--- src/emsm_pkg.sv ---
// ----------------------------------------------------------------------------
// emsm_pkg
// types, constants and codes shared by the page mapper modules
// ----------------------------------------------------------------------------
package emsm_pkg;

    localparam int STORE_BYTES = 1048576;
    localparam int SLOT_COUNT  = 4;
    localparam int SLOT_AW     = $clog2(SLOT_COUNT);
    localparam int STORE_AW    = $clog2(STORE_BYTES);
    localparam int PAGE_W      = 8;
    localparam int PAGE_SHIFT  = 14;
    localparam int WIN_SHIFT   = 16;
    localparam int PHYS_W      = PAGE_W + PAGE_SHIFT;
    localparam int LIM_W       = PHYS_W + 1;
    localparam int ADDR_W      = 32;
    localparam int PORT_W      = 16;
    localparam int MSIZE_W     = 21;
    localparam int DATA_W      = 8;
    localparam int PADDR_W     = 4;
    localparam int PDATA_W     = 32;

    localparam logic [LIM_W-1:0]    STORE_LIM   = LIM_W'(STORE_BYTES);
    localparam logic [STORE_AW-1:0] STORE_LAST  = STORE_AW'(STORE_BYTES - 1);

    localparam logic [ADDR_W-1:0]  RST_WINDOW_BASE = 32'h000E_0000;
    localparam logic [PORT_W-1:0]  RST_PORT_BASE   = 16'h0260;
    localparam logic [MSIZE_W-1:0] RST_MEMORY_SIZE = 21'h10_0000;

    typedef enum logic [1:0] {
        MODE_MEM_RD  = 2'd0,
        MODE_MEM_WR  = 2'd1,
        MODE_PORT_RD = 2'd2,
        MODE_PORT_WR = 2'd3
    } t_mode;

    typedef enum logic [1:0] {
        REG_WINDOW_BASE = 2'd0,
        REG_PORT_BASE   = 2'd1,
        REG_MEMORY_SIZE = 2'd2,
        REG_NONE        = 2'd3
    } t_reg_idx;

    typedef logic [SLOT_COUNT-1:0][PAGE_W-1:0] t_pages;

    typedef struct packed {
        logic [ADDR_W-1:0]  window_base;
        logic [PORT_W-1:0]  port_base;
        logic [MSIZE_W-1:0] memory_size;
    } t_cfg;

    typedef struct packed {
        logic                hit;
        logic                mem_rd;
        logic                mem_wr;
        logic                port_rd;
        logic                port_wr;
        logic [STORE_AW-1:0] store_addr;
        logic [SLOT_AW-1:0]  reg_sel;
    } t_dec;

endpackage

--- src/emsm_decode.sv ---
// ----------------------------------------------------------------------------
// emsm_decode
// window, slot and port decode of one bus access
// ----------------------------------------------------------------------------
module emsm_decode (
    input  logic [1:0]                   i_mode,
    input  logic [emsm_pkg::ADDR_W-1:0]  i_mem_address,
    input  logic [emsm_pkg::PORT_W-1:0]  i_io_port,
    input  emsm_pkg::t_cfg               i_cfg,
    input  emsm_pkg::t_pages             i_pages,
    output emsm_pkg::t_dec               o_dec
);

    logic [emsm_pkg::ADDR_W-1:0]     rel;
    logic                            in_win;
    logic [emsm_pkg::SLOT_AW-1:0]    slot;
    logic [emsm_pkg::PHYS_W-1:0]     phys;
    logic [emsm_pkg::LIM_W-1:0]      msize;
    logic [emsm_pkg::LIM_W-1:0]      limit;
    logic                            mem_ok;
    logic [emsm_pkg::PORT_W-1:0]     prel;
    logic                            port_ok;

    always_comb begin
        rel    = i_mem_address - i_cfg.window_base;
        in_win = (i_mem_address >= i_cfg.window_base) &&
                 (rel[emsm_pkg::ADDR_W-1:emsm_pkg::WIN_SHIFT] == '0);
        slot   = rel[emsm_pkg::WIN_SHIFT-1:emsm_pkg::PAGE_SHIFT];
        phys   = {i_pages[slot], rel[emsm_pkg::PAGE_SHIFT-1:0]};
        msize  = emsm_pkg::LIM_W'(i_cfg.memory_size);
        // clamp to the store actually built
        limit  = (msize > emsm_pkg::STORE_LIM) ? emsm_pkg::STORE_LIM : msize;
        mem_ok = in_win && (emsm_pkg::LIM_W'(phys) < limit);

        prel    = i_io_port - i_cfg.port_base;
        port_ok = (i_io_port >= i_cfg.port_base) &&
                  (prel[emsm_pkg::PORT_W-1:emsm_pkg::SLOT_AW] == '0);

        o_dec            = '0;
        o_dec.store_addr = phys[emsm_pkg::STORE_AW-1:0];
        o_dec.reg_sel    = prel[emsm_pkg::SLOT_AW-1:0];
        case (emsm_pkg::t_mode'(i_mode))
            emsm_pkg::MODE_MEM_RD: begin
                o_dec.hit    = mem_ok;
                o_dec.mem_rd = mem_ok;
            end
            emsm_pkg::MODE_MEM_WR: begin
                o_dec.hit    = mem_ok;
                o_dec.mem_wr = mem_ok;
            end
            emsm_pkg::MODE_PORT_RD: begin
                o_dec.hit     = port_ok;
                o_dec.port_rd = port_ok;
            end
            emsm_pkg::MODE_PORT_WR: begin
                o_dec.hit     = port_ok;
                o_dec.port_wr = port_ok;
            end
            default: begin
                o_dec.hit = 1'b0;
            end
        endcase
    end

endmodule

--- config.mk ---
export PLATFORM = sky130hd
export DESIGN_NAME = emsm_decode
export DESIGN_NICKNAME = d
export VERILOG_FILES = /design/src/emsm_pkg.sv /design/src/emsm_decode.sv
export SDC_FILE = /design/constraint.sdc
export NUM_CORES = 1
export LEC_CHECK = 0
export BUFFER_PORTS_ARGS = -buffer_cell sky130_fd_sc_hd__buf_2
export CAP_MARGIN = 10
export CELL_PAD_IN_SITES_DETAIL_PLACEMENT = 1
export CELL_PAD_IN_SITES_GLOBAL_PLACEMENT = 2
export CORE_ASPECT_RATIO = 1.5
export CORE_MARGIN = 2
export CORE_UTILIZATION = 26
export DETAILED_ROUTE_END_ITERATION = 6
export PLACE_DENSITY = 0.82
export SYNTH_ARGS = -nofsm -noshare
export SYNTH_HDL_FRONTEND = slang
export SYNTH_SLANG_ARGS = --single-unit
--- constraint.sdc ---
create_clock -name vclk -period 6.7
set_clock_uncertainty 0.2 [all_clocks]
set_input_delay 0.335 -clock vclk [all_inputs]
set_output_delay 0.335 -clock vclk [all_outputs]
set_load 0.02 [all_outputs]
Word-level counts from Yosys, hierarchy flattened
Index checks and enable logic that the tools add are counted.

Muxes and demuxes: 8. $lt $le $gt $ge: 5. Add/sub/neg operators: 2. Reductions and logical operators: 8. Equal/unequal tests: 3.

Operators with widths (number): greater-or-equal comparator 32 bit (1); subtractor 32 bit (1); < comparator 22 x 21 -> 1 bit (1); > comparator 21 bit (second input constant) (1); two-way mux 21 bit (1); binary-select mux 8 bit (select 2 bit) (1); greater-or-equal comparator 16 bit (1); zero test 16 bit (1); subtractor 16 bit (1); zero test 14 bit (1); two-way mux 8 bit (1); equality test 2 bit (second input constant) (2); two-way mux 1 bit (4); OR reduction 2 bit (2); logical AND 1 bit (3); < comparator 2 x 3 -> 1 bit (second input constant) (1); equality test 2 x 1 -> 1 bit (second input constant) (1); zero test 2 bit (1); one-hot mux 1 bit (2 select lines) (1).

Logic and storage cells: 26. Bits of input ports: 151. Flip-flop bits (word level): 0.

Logic depth before layout (Yosys ltp)
Depth after elaboration: 6. Gate-level depth with buffers: 21. Gate-level depth less buffers: 21.

Least setup slack after synthesis
Ideal clock, no wire load.

Kind: input to output. From: input port i_mem_address[0] in the netlist's numbering. To: output port o_dec[24] in the netlist's numbering. Required time: 6.165 ns. Arrival: 4.867 ns. Stages on the path: 21. Slack: 1.298 ns. Buffers on the path: 1. Cell sequence: inv_1 ha_1 fa_1 nor2b_4 o31a_1 o311ai_4 a21oi_2 o21a_1 or2_1 buf_2 mux4_2 ha_1 a21oi_1 nand2_1 a2111oi_0 o2111ai_1 a31oi_1 nand4b_4 a2111oi_4 nand4_1 nor2_1.

RTL lines: start, declared (line emsm_decode.sv:7) `input logic [emsm_pkg::ADDR_W-1:0] i_mem_address,`; end, declared (line emsm_decode.sv:11) `output emsm_pkg::t_dec o_dec`.

==> results.yml <==
yosys:
  synthMuxAreaShare: 0.0619
  syn-cell-area_um2: 3940
  synth_top_area_frac: 0.216
  postSynthAreaPerCell_um2: 7.13
  synthSimpleGateAreaFrac: 0.272
  synth.area.top_cells: "ha_1 22%, inv_1 6.4%, nand2_1 5.9%, a21oi_1 4.7%, mux4_2 4.0%"
  synth_compound_area_frac: 0.322
  synth_xor_area_frac: 0.0355
  synth_most_common_cell: "ha_1"
  synth_area_leader_cell: "ha_1"
  syn-num-nets: 774
  ys_types: 74
  synth_top_family_by_area: "compound AO/OA/AOI/OAI gates"
  synth_cells: 553
  ys_seq_area_frac: 0
  synthAdderAreaFrac: 0.226
  yosys_warnings: 0
  synth_common_cells: "68 x ha_1, 67 x inv_1, 62 x nand2_1"
placement:
  port-buffer-count: 178
  post-dp-hpwl_um: 14100
  gp_congestion: 0.903
floorplanning:
  fp.dieW_um: 105
  io_pins: 178
  dieArea_um2: 16200
  die_y_um: 155
  num_rows: 55
  core-area_um2: 14900
  start_util: 0.264
grt:
  overflow: 0
  grt_pass1_wl_um: 25600
  grt_start_max_net_pins: 13
  track_usage: 0.188
  grt_antenna_before_repair: 0
  grt_pass1_vias: 5286
clock_network:
  holdBufCountCts: 0
  post_cts_resized: 0
  cts_setup_buffers: 0
power_and_ir_drop:
  p_seq_frac: 0
  power_density_nw_per_um2: 109
  swShare: 0.593
  p_switching_uw: 324
  p_leak_uw: 0.00248
  p_clk_frac: 0
  internal_power_uw: 222
  comb_power_share: 1.000
  ir_drop_mv: 0.0372
route:
  via_count: 4875
  drt_iter0_markers: 120
  drtPass1Iterations: 4
  wl_um: 15600
  ant_nets: 0
  post_drt_wl_per_cell_um: 17.0
  drt-vias-per-instance: 5.30
  drc: 0
layout:
  clock_buffers: 0
  antenna_cells: 0
  fin_nets: 943
  seq_area_um2: 0
  area_growth_syn_to_layout_pct: 27.0
  drive_above_1_share: 0.296
  multi_input_area_um2: 3620
  nFillCells: 1951
  final_core_util: 0.335
  seq_cell_count: 0
timing:
  min_period_over_period: 0.885
  fmax_mhz: 169
  slew_viol_final: 0
  tns_ns: 0
  rsz0062_at_grt: "false"
  finalHoldViolCount: 0
  worstMarginPinSlew_ns: 0.733
  relSlewSlack: 0.499
  min_period_ns: 5.93
  setup_viol_count_final: 0
critical_path:
  arrival_ns: 5.40
  cp_num_buf_inv: 3
  cp_slowest_stage_delay_ns: 0.57
  critical_path_class: "in2out"
  critPathTopFamily: "compound AO/OA/AOI/OAI gates"
  critPathSlowestCell: "mux4_2"
  crit_fanout: 7
  critical_path.endpoint_type: "output port"
  worstSetupStartpointType: "primary input"
  worst_ep_required_time_ns: 6.16
  path_cells: "buf_2 -> inv_1 -> ha_1 -> fa_1 -> nor2b_4 -> o31a_1 -> o311ai_4 -> a21oi_2 -> nor3_1 -> or2_1 -> mux4_2 -> ha_1 -> a21oi_1 -> nand2_1 -> a2111oi_0 -> o2111ai_1 -> a31oi_1 -> nand4b_4 -> a2111oi_4 -> nand4_1 -> o21ai_1 -> buf_2"
flow_run:
  maxCapViolations: 0
worst_hold_path:
  hold_class: "in2out"
run_status:
  status: "completed"
## through the flow
stage / setup slack [ns] / cells / power, uW / hold WS (ns) / cell area, um^2
5_1_grt: 0.253 / 919 / 605 / 0.786 / 5010
3_5_place_dp: 0.753 / 919 / 546 / 0.767 / 5010
4_1_cts: 0.720 / 919 / 549 / 0.767 / 5010
6_report: 0.768 / 919 / 546 / 0.767 / 5010
3_3_place_gp: 0.808 / 919 / 530 / 0.756 / 5010
2_1_floorplan: 1.30 / 553 / 371 / 0.550 / 3940
## logic make-up after synthesis
family,count (synthesis)
compound gates,172
xor+xnor,16
fa+ha+maj,70
buf+inv,78
mux,15
simple gates,202
## power by group through the flow
stage | sequential, uW | clock (uW) | combinational [uW]
2_1_floorplan | 0 | 0 | 371
3_3_place_gp | 0 | 0 | 530
3_5_place_dp | 0 | 0 | 546
4_1_cts | 0 | 0 | 549
5_1_grt | 0 | 0 | 605
6_report | 0 | 0 | 546
## layout by cell type, fill, tap and decap left out, types with 12 or more instances in the layout
cell | synthesis | final
a21o_1 | 12 | 12
a21oi_1 | 37 | 37
o21ai_0 | 29 | 29
inv_1 | 67 | 67
nor2_1 | 36 | 36
nor3_1 | 18 | 18
ha_1 | 68 | 68
o21a_1 | 16 | 16
nand4_1 | 12 | 12
nand2_1 | 62 | 62
buf_2 | 5 | 178
## final timing paths
check / slack, ns / cells past startpoint / start / end
max: 0.77 / 22 / i_mem_address[0] / o_dec[26]
min: 0.77 / 3 / i_mode[0] / o_dec[25]
## worst min-delay path, cell delays in order
cell and delay (ns):
buf_2 0.10, nor2_1 0.04, buf_2 0.15
## layer usage
| layer | up-vias | wire length (um) | track usage | part of all wire |
|---|---|---|---|---|
| met2 | 145 | 8630 | 0.390 | 0.55 |
| met5 | - | 0 | 0 | 0 |
| li1 | 2410 | - | - | - |
| met3 | 32 | 719 | 0.0228 | 0.046 |
| met1 | 2288 | 5650 | 0.188 | 0.36 |
| met4 | 0 | 605 | 0.0631 | 0.039 |
## area by class of cell
| cell class | instances | share of cell area |
|---|---|---|
| well taps | 199 | 0.0497 |
| repair buffers | 178 | 0.178 |
| multi-input cells | 475 | 0.722 |
| inverters | 67 | 0.0502 |
(Power assumes the default switching activity.)
